**config.mk**
```make
export PLATFORM = sky130hd
export DESIGN_NAME = ring_of_writes_offset_lookup_unit_flat
export DESIGN_NICKNAME = d
export VERILOG_FILES = /design/src/hdl/rowl_pkg.sv /design/src/hdl/rowl_in_if.sv /design/src/hdl/rowl_out_if.sv /design/src/hdl/ring_of_writes_offset_lookup_unit.sv /design/src/hdl/rowl_store.sv /design/src/flat_wrapper.sv
export SDC_FILE = /design/constraint.sdc
export NUM_CORES = 1
export LEC_CHECK = 0
export BUFFER_PORTS_ARGS = -buffer_cell sky130_fd_sc_hd__buf_2
export CORE_MARGIN = 2
export CORE_UTILIZATION = 30
export DETAILED_ROUTE_END_ITERATION = 10
export GPL_TIMING_DRIVEN = 1
export PLACE_DENSITY = 0.49
export SKIP_LAST_GASP = 1
export SLEW_MARGIN = 20
export SYNTH_ARGS = -nofsm -noshare
export SYNTH_HDL_FRONTEND = slang
export SYNTH_SLANG_ARGS = --single-unit
```
**constraint.sdc**
```tcl
create_clock -name clk -period 3 [get_ports clk]
set_input_delay 0.3 -clock clk [delete_from_list [all_inputs] [get_ports clk]]
set_output_delay 0.3 -clock clk [all_outputs]
set_load 0.005 [all_outputs]
```
**src/hdl/rowl_pkg.sv**
```systemverilog
// Shared types, constants and helpers for the write-record ring.
`timescale 1ns / 1ps

package rowl_pkg;

	localparam int unsigned DEPTH    = 16;
	localparam int unsigned SLOT_W   = (DEPTH > 1) ? $clog2(DEPTH) : 1;
	localparam int unsigned HANDLE_W = 32;
	localparam int unsigned SIZE_W   = 16;
	localparam int unsigned OFFSET_W = 20;

	typedef logic [SLOT_W-1:0] slot_t;

	typedef enum logic {
		OP_ADD  = 1'b0,
		OP_FIND = 1'b1
	} op_t;

	typedef enum logic [1:0] {
		ST_IDLE,
		ST_ADD,
		ST_FIND,
		ST_RESP
	} state_t;

	typedef struct packed {
		logic [HANDLE_W-1:0] handle;
		logic [SIZE_W-1:0]   size;
	} entry_t;

	typedef struct packed {
		logic   we;
		slot_t  waddr;
		entry_t wdata;
		slot_t  raddr;
	} mem_req_t;

	function automatic slot_t next_slot(slot_t s);
		return (s == slot_t'(DEPTH - 1)) ? '0 : slot_t'(s + 1'b1);
	endfunction

endpackage

```
**src/hdl/rowl_in_if.sv**
```systemverilog
// Input channel: one add or find word with valid/ready handshake.
`timescale 1ns / 1ps

interface rowl_in_if;
	logic                                valid;
	logic                                ready;
	logic                                operation;
	logic [rowl_pkg::HANDLE_W-1:0]       record_handle;
	logic [rowl_pkg::SIZE_W-1:0]         record_size;
	logic [rowl_pkg::OFFSET_W-1:0]       byte_offset;

	modport source (
		output valid, operation, record_handle, record_size, byte_offset,
		input  ready
	);
	modport sink (
		input  valid, operation, record_handle, record_size, byte_offset,
		output ready
	);
endinterface

```
**src/hdl/rowl_out_if.sv**
```systemverilog
// Result channel: one lookup or eviction word with valid/ready handshake.
`timescale 1ns / 1ps

interface rowl_out_if;
	logic                          valid;
	logic                          ready;
	logic                          hit;
	logic [rowl_pkg::HANDLE_W-1:0] found_handle;
	logic [rowl_pkg::SIZE_W-1:0]   found_size;
	logic [rowl_pkg::SIZE_W-1:0]   offset_in_record;

	modport source (
		output valid, hit, found_handle, found_size, offset_in_record,
		input  ready
	);
	modport sink (
		input  valid, hit, found_handle, found_size, offset_in_record,
		output ready
	);
endinterface

```
**src/hdl/ring_of_writes_offset_lookup_unit.sv**
```systemverilog
// Ring of write records with eviction on overflow and byte-offset lookup.
//
// An add is accepted in IDLE and written in ADD; a find walks the ring from
// the oldest record, one record per cycle through the single read port of
// the record memory, until a record holds the byte or the last slot has
// been read. Either result is loaded into the output register from RESP.
// One word is worked on at a time: the next word is accepted once the
// previous result sits in the output register, which holds it until the
// consumer takes it. An add into a full ring returns the overwritten record
// with hit set; a find returns the record holding the byte and the position
// inside it, or all zeros when the offset lies past the stored bytes.
`timescale 1ns / 1ps

module ring_of_writes_offset_lookup_unit (
	input  logic             clk,
	input  logic             arst_n,
	rowl_in_if.sink          item,
	rowl_out_if.source       result
);

	rowl_pkg::state_t                state_q, state_nxt;
	rowl_pkg::slot_t                 wr_slot_q, rd_slot_q, walk_slot_q, proc_q;
	logic                            full_q;
	logic [rowl_pkg::HANDLE_W-1:0]   handle_q;
	logic [rowl_pkg::SIZE_W-1:0]     size_q;
	logic [rowl_pkg::OFFSET_W-1:0]   rem_q;

	logic                            res_hit_q;
	logic [rowl_pkg::HANDLE_W-1:0]   res_handle_q;
	logic [rowl_pkg::SIZE_W-1:0]     res_size_q;
	logic [rowl_pkg::SIZE_W-1:0]     res_off_q;

	logic                            out_valid_q;
	logic                            out_hit_q;
	logic [rowl_pkg::HANDLE_W-1:0]   out_handle_q;
	logic [rowl_pkg::SIZE_W-1:0]     out_size_q;
	logic [rowl_pkg::SIZE_W-1:0]     out_off_q;

	rowl_pkg::mem_req_t              mreq;
	rowl_pkg::entry_t                rdata;
	logic                            find_hit;
	logic                            walk_last;
	logic                            out_free;
	rowl_pkg::slot_t                 wr_next;
	rowl_pkg::slot_t                 rd_next;

	rowl_store u_store (
		.clk    (clk),
		.arst_n (arst_n),
		.req    (mreq),
		.rdata  (rdata)
	);

	assign find_hit  = rem_q < rowl_pkg::OFFSET_W'(rdata.size);
	assign walk_last = proc_q == rowl_pkg::slot_t'(rowl_pkg::DEPTH - 1);
	assign out_free  = !out_valid_q || result.ready;
	assign wr_next   = rowl_pkg::next_slot(wr_slot_q);
	assign rd_next   = full_q ? rowl_pkg::next_slot(rd_slot_q) : rd_slot_q;

	always_comb begin
		state_nxt = state_q;
		unique case (state_q)
			rowl_pkg::ST_IDLE: begin
				if (item.valid) begin
					state_nxt = (item.operation == rowl_pkg::OP_FIND) ?
						rowl_pkg::ST_FIND : rowl_pkg::ST_ADD;
				end
			end
			rowl_pkg::ST_ADD: begin
				state_nxt = rowl_pkg::ST_RESP;
			end
			rowl_pkg::ST_FIND: begin
				if (find_hit || walk_last) begin
					state_nxt = rowl_pkg::ST_RESP;
				end
			end
			rowl_pkg::ST_RESP: begin
				if (out_free) begin
					state_nxt = rowl_pkg::ST_IDLE;
				end
			end
			default: state_nxt = rowl_pkg::ST_IDLE;
		endcase
	end

	always_comb begin
		item.ready   = 1'b0;
		mreq.we      = 1'b0;
		mreq.waddr   = wr_slot_q;
		mreq.wdata   = '{handle: handle_q, size: size_q};
		mreq.raddr   = walk_slot_q;
		unique case (state_q)
			rowl_pkg::ST_IDLE: begin
				item.ready = 1'b1;
				mreq.raddr = (item.operation == rowl_pkg::OP_FIND) ? rd_slot_q : wr_slot_q;
			end
			rowl_pkg::ST_ADD: begin
				mreq.we = 1'b1;
			end
			rowl_pkg::ST_FIND: begin
			end
			rowl_pkg::ST_RESP: begin
			end
			default: begin
			end
		endcase
	end

	always_ff @(posedge clk or negedge arst_n) begin
		if (!arst_n) begin
			state_q     <= rowl_pkg::ST_IDLE;
			wr_slot_q   <= '0;
			rd_slot_q   <= '0;
			full_q      <= 1'b0;
			walk_slot_q <= '0;
			proc_q      <= '0;
			out_valid_q <= 1'b0;
		end else begin
			state_q <= state_nxt;
			if (state_q == rowl_pkg::ST_IDLE && item.valid) begin
				walk_slot_q <= rowl_pkg::next_slot(rd_slot_q);
				proc_q      <= '0;
			end
			if (state_q == rowl_pkg::ST_ADD) begin
				wr_slot_q <= wr_next;
				rd_slot_q <= rd_next;
				full_q    <= full_q || (wr_next == rd_next);
			end
			if (state_q == rowl_pkg::ST_FIND) begin
				walk_slot_q <= rowl_pkg::next_slot(walk_slot_q);
				proc_q      <= rowl_pkg::slot_t'(proc_q + 1'b1);
			end
			if (state_q == rowl_pkg::ST_RESP && out_free) begin
				out_valid_q <= 1'b1;
			end else if (result.ready) begin
				out_valid_q <= 1'b0;
			end
		end
	end

	always_ff @(posedge clk) begin
		if (state_q == rowl_pkg::ST_IDLE && item.valid) begin
			handle_q <= item.record_handle;
			size_q   <= item.record_size;
			rem_q    <= item.byte_offset;
		end
		if (state_q == rowl_pkg::ST_ADD) begin
			res_hit_q    <= full_q;
			res_handle_q <= full_q ? rdata.handle : '0;
			res_size_q   <= full_q ? rdata.size : '0;
			res_off_q    <= '0;
		end
		if (state_q == rowl_pkg::ST_FIND) begin
			if (find_hit) begin
				res_hit_q    <= 1'b1;
				res_handle_q <= rdata.handle;
				res_size_q   <= rdata.size;
				res_off_q    <= rem_q[rowl_pkg::SIZE_W-1:0];
			end else begin
				rem_q        <= rem_q - rowl_pkg::OFFSET_W'(rdata.size);
				res_hit_q    <= 1'b0;
				res_handle_q <= '0;
				res_size_q   <= '0;
				res_off_q    <= '0;
			end
		end
		if (state_q == rowl_pkg::ST_RESP && out_free) begin
			out_hit_q    <= res_hit_q;
			out_handle_q <= res_handle_q;
			out_size_q   <= res_size_q;
			out_off_q    <= res_off_q;
		end
	end

	assign result.valid            = out_valid_q;
	assign result.hit              = out_hit_q;
	assign result.found_handle     = out_handle_q;
	assign result.found_size       = out_size_q;
	assign result.offset_in_record = out_off_q;

endmodule

```
**src/hdl/rowl_store.sv**
```systemverilog
// Record memory with per-entry valid bits and a registered read port.
`timescale 1ns / 1ps

module rowl_store (
	input  logic               clk,
	input  logic               arst_n,
	input  rowl_pkg::mem_req_t req,
	output rowl_pkg::entry_t   rdata
);

	rowl_pkg::entry_t              mem_q [rowl_pkg::DEPTH];
	logic [rowl_pkg::DEPTH-1:0]    vld_q;
	rowl_pkg::entry_t              rd_s1;
	logic                          rvld_s1;

	always_ff @(posedge clk) begin
		if (req.we) begin
			mem_q[req.waddr] <= req.wdata;
		end
		rd_s1 <= mem_q[req.raddr];
	end

	always_ff @(posedge clk or negedge arst_n) begin
		if (!arst_n) begin
			vld_q   <= '0;
			rvld_s1 <= 1'b0;
		end else begin
			if (req.we) begin
				vld_q[req.waddr] <= 1'b1;
			end
			rvld_s1 <= vld_q[req.raddr];
		end
	end

	// unwritten entries read as empty records
	assign rdata = rvld_s1 ? rd_s1 : '0;

endmodule

```
**src/flat_wrapper.sv**
```systemverilog
// flat-port wrapper written by rule: the top's interface ports become plain ports
module ring_of_writes_offset_lookup_unit_flat 
  (clk, arst_n, item_valid, item_operation, item_record_handle, item_record_size, item_byte_offset, item_ready, result_valid, result_hit, result_found_handle, result_found_size, result_offset_in_record, result_ready);
  rowl_in_if item_i ();
  rowl_out_if result_i ();
  input  logic clk;
  input  logic arst_n;
  input wire logic [$bits(item_i.valid)-1:0] item_valid;
  input wire logic [$bits(item_i.operation)-1:0] item_operation;
  input wire logic [$bits(item_i.record_handle)-1:0] item_record_handle;
  input wire logic [$bits(item_i.record_size)-1:0] item_record_size;
  input wire logic [$bits(item_i.byte_offset)-1:0] item_byte_offset;
  output wire logic [$bits(item_i.ready)-1:0] item_ready;
  output wire logic [$bits(result_i.valid)-1:0] result_valid;
  output wire logic [$bits(result_i.hit)-1:0] result_hit;
  output wire logic [$bits(result_i.found_handle)-1:0] result_found_handle;
  output wire logic [$bits(result_i.found_size)-1:0] result_found_size;
  output wire logic [$bits(result_i.offset_in_record)-1:0] result_offset_in_record;
  input wire logic [$bits(result_i.ready)-1:0] result_ready;
  assign item_i.valid = item_valid;
  assign item_i.operation = item_operation;
  assign item_i.record_handle = item_record_handle;
  assign item_i.record_size = item_record_size;
  assign item_i.byte_offset = item_byte_offset;
  assign item_ready = item_i.ready;
  assign result_valid = result_i.valid;
  assign result_hit = result_i.hit;
  assign result_found_handle = result_i.found_handle;
  assign result_found_size = result_i.found_size;
  assign result_offset_in_record = result_i.offset_in_record;
  assign result_i.ready = result_ready;
  ring_of_writes_offset_lookup_unit u_core (.clk(clk), .arst_n(arst_n), .item(item_i), .result(result_i));
endmodule
```
==> impl_metrics.env, run 1 <==
export IMPL_clk_pin_slew_worst_paths_ns=0.06
export IMPL_synthDistinctLibCells=61
export IMPL_antenna_cells=0
export IMPL_cts_root_buf="clkbuf_16"
export IMPL_cts_tree="yes"
export IMPL_dp_cells=3891
export IMPL_hold_class="input pin to register"
export IMPL_clockPowerShare=0.259
export IMPL_synth_edf_count=946
export IMPL_hold_start="item_valid"
export IMPL_cts_sinks=1051
export IMPL_synth_area_leaders="edfxtp_1 (72%), mux4_2 (11%), dfxtp_1 (3.4%)"
export IMPL_cpMaxStageDelayCell="dfrtp_1"
export IMPL_synth_seq_cells=1051
export IMPL_crit_chain="and2_4 > ha_4 > fa_2 > and2b_2 > o2111ai_2 > a211o_1 > a21o_1 > buf_6 > a21o_4 > o221ai_4 > mux2_4"
export IMPL_path_max_fanout=8
export IMPL_layout_drive_gt1_share=0.300
export IMPL_switchingPower_mw=16.9
export IMPL_finalCritPeriodShare=0.990
export IMPL_syn_avg_cell_area_um2=20.1
export IMPL_rows=133
export IMPL_startpoint_type="register"
export IMPL_grt_usage=0.138
export IMPL_syn_nets=2080
export IMPL_gp_congestion=0.811
export IMPL_final_cell_mix="edfxtp_1 (946), mux4_2 (196), buf_2 (139)"
export IMPL_vias=19700
export IMPL_syn_area_um2=39700
export IMPL_hold_slack_ns=0.100
export IMPL_maxSlewViolCount=0
export IMPL_p_int_mw=36.5
export IMPL_nets=2440
export IMPL_wl_mm=95.1
export IMPL_leakage_nw=16.5
export IMPL_start_util=0.302
export IMPL_fin_worst_skew_ns=0.0486
export IMPL_drt_iter0_markers=1550
export IMPL_critPathArrivalTime_ns=3.52
export IMPL_combPwrFrac=0.354
export IMPL_cts_made_buffers=112
export IMPL_worstReg2RegStart="u_core.u_store.rvld_s1"
export IMPL_grt_overflow=0
export IMPL_worstMarginPinSlew_ns=0.914
export IMPL_setup_tns_ns=0
export IMPL_critPathTopFamily="compound AO/OA/AOI/OAI gates"
export IMPL_endpoint_kind="register"
export IMPL_die_area_um2=135000
export IMPL_cpPeakStageDelay_ns=0.41
export IMPL_htree_levels=3
export IMPL_fmax_mhz=337
export IMPL_yosysWarningCount=0
export IMPL_grt_pass1_vias=20700
export IMPL_async_reset_ff_frac=0.0352
export IMPL_final_common_cell="edfxtp_1"
export IMPL_cts_max_path_buffers=3
export IMPL_crit_start="u_core.u_store.rvld_s1"
export IMPL_grt_max_degree=54
export IMPL_die_h_um=368
export IMPL_wl_per_cell_um=22.7
export IMPL_syn_to_final_growth_pct=22.5
export IMPL_synthCells=1979
export IMPL_grt_pass1_wl_mm=139
export IMPL_hold_viol_final=0
export IMPL_period_needed_ns=2.97
export IMPL_synth_seq_area_share=0.773
export IMPL_power_density_nw_per_um2=1100
export IMPL_hpwl_mm=52.5
export IMPL_synthFlopType="edfxtp_1"
export IMPL_clk_latency_ns=0.71
export IMPL_synth_top_area_share=0.715
export IMPL_ios=140
export IMPL_die_w_um=368
export IMPL_status="finished, final reports clean"
export IMPL_postRouteAntennaNets=0
export IMPL_fin_util=0.370
export IMPL_crit_type="register to register"
export IMPL_relSlewSlack=0.391
export IMPL_grt_antenna_before_repair=3
export IMPL_final_cells=4194
export IMPL_drc_errors=0
export IMPL_critPathBufInv=1
export IMPL_drv_cap=0
export IMPL_via_per_inst=4.70
export IMPL_core_area_um2=131000
export IMPL_ir_worst_vdd_mv=0.654
export IMPL_seqPwrFrac=0.387
export IMPL_io_buffers=139
export IMPL_crit_required_ns=3.55
export IMPL_synth_area_leader_cell="edfxtp_1"
export IMPL_setup_viol=0
export IMPL_rsz0062_at_grt="true"
export IMPL_swShare=0.316
export IMPL_first_pass_iters=5
[layer usage]
layer / wire length (um) / global-route usage / vias to the layer above
li1: - / - / 8687
met1: 43900 / 0.194 / 10400
met2: 45200 / 0.223 / 496
met3: 4100 / 0.0213 / 137
met4: 1910 / 0.0359 / 0
met5: 0 / 0 / -
[layout make-up]
type	instances	area [um2]
Inverter	16	66.3
Multi-Input combinational cell	813	8720
Clock buffer	158	3110
Clock inverter	56	632
Timing Repair Buffer	345	3240
Tap cell	1755	2200
Sequential cell	1051	30700
Fill cell	12100	82800
[worst paths after layout]
path | endpoint | slack [ns] | cells after the start
worst max-delay path | u_core.state_q[0] | 0.03 | 11
worst max register to register | u_core.state_q[0] | 0.03 | 11
worst min register to register | u_core.result.offset_in_record[7] | 0.40 | 0
worst min-delay path | u_core.state_q[1] | 0.10 | 3
min in group asynchronous | u_core.u_store.vld_q[5] | 0.29 | 2
max in group asynchronous | u_core.rd_slot_q[0] | 2.12 | 2
[flip-flops by register name, summed over array words and instances (netlist names), 2 cells and up]
| name | cells |
|---|---|
| u_core.u_store.mem_q | 768 |
| u_core.u_store.rd_s1 | 48 |
| u_core.handle_q | 32 |
| u_core.res_handle_q | 32 |
| u_core.result.found_handle | 32 |
| u_core.rem_q | 20 |
| u_core.res_off_q | 16 |
| u_core.res_size_q | 16 |
| u_core.result.found_size | 16 |
| u_core.result.offset_in_record | 16 |
| u_core.size_q | 16 |
| u_core.u_store.vld_q | 16 |
| u_core.proc_q | 4 |
| u_core.rd_slot_q | 4 |
| u_core.walk_slot_q | 4 |
| u_core.wr_slot_q | 4 |
| u_core.state_q | 2 |
[worst min-delay path: stages]
cell and delay (ns):
buf_2 0.11, o221ai_4 0.12, mux2_4 0.21
[power by group through the flow]
| stage | clock network [mW] | registers [mW] | logic, mW |
|---|---|---|---|
| 2_1_floorplan | 0 | 20.4 | 11.9 |
| 3_3_place_gp | 0 | 20.9 | 17.8 |
| 3_5_place_dp | 0 | 20.9 | 18.0 |
| 4_1_cts | 14.2 | 20.7 | 18.6 |
| 5_1_grt | 14.8 | 20.9 | 20.6 |
| 6_report | 13.8 | 20.7 | 18.9 |
[metrics by stage]
step / area, um2 / total power [mW] / setup WS, ns
after floorplan: 39700 / 32.3 / 0.0232
after global placement: 43800 / 38.6 / -0.190
after detailed placement: 43800 / 38.9 / -0.212
after CTS: 48400 / 53.5 / -0.0516
after global routing: 48700 / 56.3 / -0.0950
final: 48700 / 53.4 / 0.0306
[cell usage after synthesis (all sizes together), types with 2 or more instances]
| cell type | count |
|---|---|
| nand4 | 5 |
| a21o | 6 |
| nand2b | 4 |
| mux2 | 8 |
| buf | 54 |
| o31ai | 3 |
| edfxtp | 946 |
| dfxtp | 68 |
| and3 | 3 |
| o221a | 4 |
| ha | 27 |
| nor2b | 55 |
| o21ai | 28 |
| o2111ai | 2 |
| nor2 | 41 |
| nor4 | 2 |
| nand2 | 89 |
| a31oi | 17 |
| a21oi | 69 |
| o21a | 4 |
| xor2 | 5 |
| mux4 | 196 |
| dfrtp | 37 |
| and2 | 68 |
| nor3 | 4 |
| inv | 15 |
| or2 | 16 |
| a211oi | 50 |
| mux2i | 56 |
| a31o | 2 |
| clkbuf | 46 |
| xnor2 | 19 |
| nand3 | 11 |
[repair_timing]
action | 4_1_cts | 5_1_grt
endpoints found under the setup margin | 53 | 126
endpoints found under the hold margin | 106 | 0
resized for setup | 23 | 27
pin swaps | 8 | 10
gates cloned | 1 | 4
hold buffers | 70 | 0
buffers inserted | 9 | 6
[logic make-up (layout without fill, tap and decap cells)]
kind of cell / Yosys count / in the layout / synth area share
xor+xnor: 24 / 24 / 0.00529
flops: 1051 / 1051 / 0.773
compound gates: 197 / 197 / 0.0321
fa+ha+maj: 28 / 28 / 0.00901
mux: 260 / 260 / 0.128
buf+inv: 116 / 575 / 0.0137
simple gates: 303 / 304 / 0.0394
Power figures use the tool's default switching activity.
==> run 2: changes to the inputs <==
- SYNTH_HIERARCHICAL: default -> 1
==> impl_metrics.env, run 2 <==
export IMPL_status="finished, final reports clean"
export IMPL_die_area_um2=135000
export IMPL_layout_drive_gt1_share=0.277
export IMPL_clockPowerShare=0.262
export IMPL_wl_mm=94.2
export IMPL_synthFlopType="edfxtp_1"
export IMPL_io_buffers=139
export IMPL_clk_latency_ns=0.70
export IMPL_wl_per_cell_um=22.9
export IMPL_setup_tns_ns=0
export IMPL_critPathArrivalTime_ns=3.31
export IMPL_core_area_um2=131000
export IMPL_maxSlewViolCount=0
export IMPL_grt_pass1_vias=20700
export IMPL_startpoint_type="register"
export IMPL_rsz0062_at_grt="false"
export IMPL_power_mw=52.2
export IMPL_worstMarginPinSlew_ns=0.942
export IMPL_ios=140
export IMPL_cts_root_buf="clkbuf_16"
export IMPL_synth_area_leaders="edfxtp_1 (72%), mux4_2 (11%), dfxtp_1 (3.4%)"
export IMPL_top_layer="met4"
export IMPL_largest_register="u_core/u_store/mem_q"
export IMPL_ir_worst_vdd_mv=0.794
export IMPL_synth_common_cells="edfxtp_1 (946), mux4_2 (196), a22oi_1 (99)"
export IMPL_htree_levels=3
export IMPL_start_util=0.301
export IMPL_finalCritPeriodShare=0.958
export IMPL_combPwrFrac=0.344
export IMPL_rows=133
export IMPL_grt_pass1_wl_mm=140
export IMPL_yosysMostFrequentCell="edfxtp_1"
export IMPL_r2r_setup_slack_ns=0.13
export IMPL_drc_errors=0
export IMPL_postRouteAntennaNets=0
export IMPL_reg_largest_list="u_core/u_store/mem_q: 768 flops, u_core/u_store/rd_s1: 48 flops"
export IMPL_cts_made_buffers=107
export IMPL_final_cell_mix="edfxtp_1 (946), mux4_2 (196), buf_2 (139)"
export IMPL_clk_pin_slew_worst_paths_ns=0.06
export IMPL_setup_viol=0
export IMPL_dr_wl_met2_mm=45.2
export IMPL_hold_class="input pin to register"
export IMPL_crit_chain="buf_6 > and2_1 > inv_1 > ha_1 > and4_1 > o211ai_1 > a31oi_2 > a221oi_2 > buf_4 > mux2i_4 > buf_4 > buf_12 > nor2b_1"
export IMPL_crit_type="register to register"
export IMPL_drt_iter0_markers=1363
export IMPL_period_needed_ns=2.87
export IMPL_synth_seq_area_share=0.777
export IMPL_die_w_um=367
export IMPL_seqPwrFrac=0.394
export IMPL_path_max_fanout=22
export IMPL_hold_viol_final=0
export IMPL_cpPeakStageDelay_ns=0.40
export IMPL_nets=2358
export IMPL_hpwl_mm=51.4
export IMPL_gp_congestion=0.775
export IMPL_synthDistinctLibCells=58
export IMPL_leakage_nw=15.8
export IMPL_endpoint_kind="register"
export IMPL_synth_seq_cells=1051
export IMPL_cts_max_path_buffers=3
export IMPL_power_density_nw_per_um2=1090
export IMPL_wl_met3_mm=3.99
export IMPL_hold_slack_ns=0.143
export IMPL_grt_usage=0.140
export IMPL_cts_sinks=1051
export IMPL_p_int_mw=35.5
export IMPL_grt_max_degree=50
export IMPL_relSlewSlack=0.372
export IMPL_grt_antenna_before_repair=1
export IMPL_fin_ws_ns=0.127
export IMPL_syn_area_um2=39500
export IMPL_via_per_inst=4.70
export IMPL_wl_met1_mm=43.2
export IMPL_final_common_cell="edfxtp_1"
export IMPL_first_pass_iters=5
export IMPL_largest_reg_flops=768
export IMPL_syn_to_final_growth_pct=20.6
export IMPL_pre_cts_ws_ns=0.0960
export IMPL_yosysWarningCount=6
export IMPL_crit_required_ns=3.44
export IMPL_async_reset_ff_frac=0.0352
export IMPL_syn_nets=2044
export IMPL_switchingPower_mw=16.7
export IMPL_fin_util=0.364
export IMPL_grt_overflow=0
export IMPL_fin_worst_skew_ns=0.0212
export IMPL_synth_edf_count=946
export IMPL_cts_tree="yes"
export IMPL_die_h_um=367
export IMPL_vias=19300
export IMPL_cpMaxStageDelayCell="ha_1"
export IMPL_drv_cap=0
export IMPL_syn_avg_cell_area_um2=20.3
export IMPL_synth_top_area_share=0.719
export IMPL_swShare=0.319
export IMPL_synth_area_leader_cell="edfxtp_1"
export IMPL_synthCells=1946
export IMPL_fmax_mhz=348
export IMPL_cpMostUsedCell="buf_4"
[run 2: changes by cell type in the layout (fill, tap and decap cells not counted), moves of 13 or more]
cell / change
nor2_1: -14
and2_4: -33
nor2_4: +13
a211oi_1: -49
nor2b_1: -20
buf_4: -22
a22oi_1: +98
or2_1: +16
a21oi_1: -42
mux2i_1: -38
and2_1: +18
or2_2: -16
and3_1: +17
[run 2: logic make-up after synthesis]
family / after synthesis / synth area share
DFF: 1051 / 0.777
muxes: 227 / 0.120
and+or+nand+nor: 300 / 0.0387
AOI/OAI and AO/OA: 195 / 0.0346
adders and majority gates: 25 / 0.00810
buffers and inverters: 122 / 0.0160
xor gates and xnor gates: 26 / 0.00576
[run 2: through the flow]
step	area, um2	cells
floorplan	39600	1946
global placement	43200	3829
detailed placement	43200	3829
CTS	47600	4103
global route	47700	4109
finish	47700	4110
[run 2: area by class of cell]
type	instances	area, um2
clock buffers	152	2980
clock inverters	51	661
fillers	12200	83500
inverters	25	96.3
well taps	1755	2200
multi-input cells	773	8410
repair buffers	302	2630
flip-flops and latches	1051	30700
diodes	1	2.50
[run 2: critical path, delay by kind of cell (launching register included)]
family	cells	cell delay (ns)
buf+inv	5	0.67
flops	1	0.37
fa+ha+maj	1	0.40
simple gates	3	0.52
mux	1	0.16
compound gates	3	0.45
[run 2: worst paths after layout]
kind / from / end / cells past startpoint
worst max-delay path: u_core/u_store/rvld_s1 / u_core/res_handle_q[17] / 13
worst min-delay path: item_valid / u_core/state_q[1] / 4
worst max register to register: u_core/u_store/rvld_s1 / u_core/res_handle_q[17] / 13
worst min register to register: u_core/res_handle_q[27] / u_core/result.found_handle[27] / 0
max in group asynchronous: arst_n / u_core/u_store/rvld_s1 / 2
min in group asynchronous: arst_n / u_core/result.valid / 2
[run 2: what timing repair did]
item,in CTS,in global routing
hold buffers,71,0
resized for setup,0,5
endpoints found under the hold margin,107,0
setup endpoints to repair,0,26
buffers inserted,0,5
[run 2: power groups by stage]
stage	sequential [mW]	clock, mW	combinational [mW]
floorplan	20.5	0	12.0
global placement	20.8	0	17.9
detailed placement	20.9	0	18.0
CTS	20.6	14.1	18.2
global route	20.8	14.6	19.6
finish	20.6	13.7	17.9
[run 2: layer usage]
layer  vias up  global-route usage
met1     10300               0.195
met4         0              0.0361
met3       125              0.0196
met5         -                   0
met2       439               0.230
li1       8498                   -
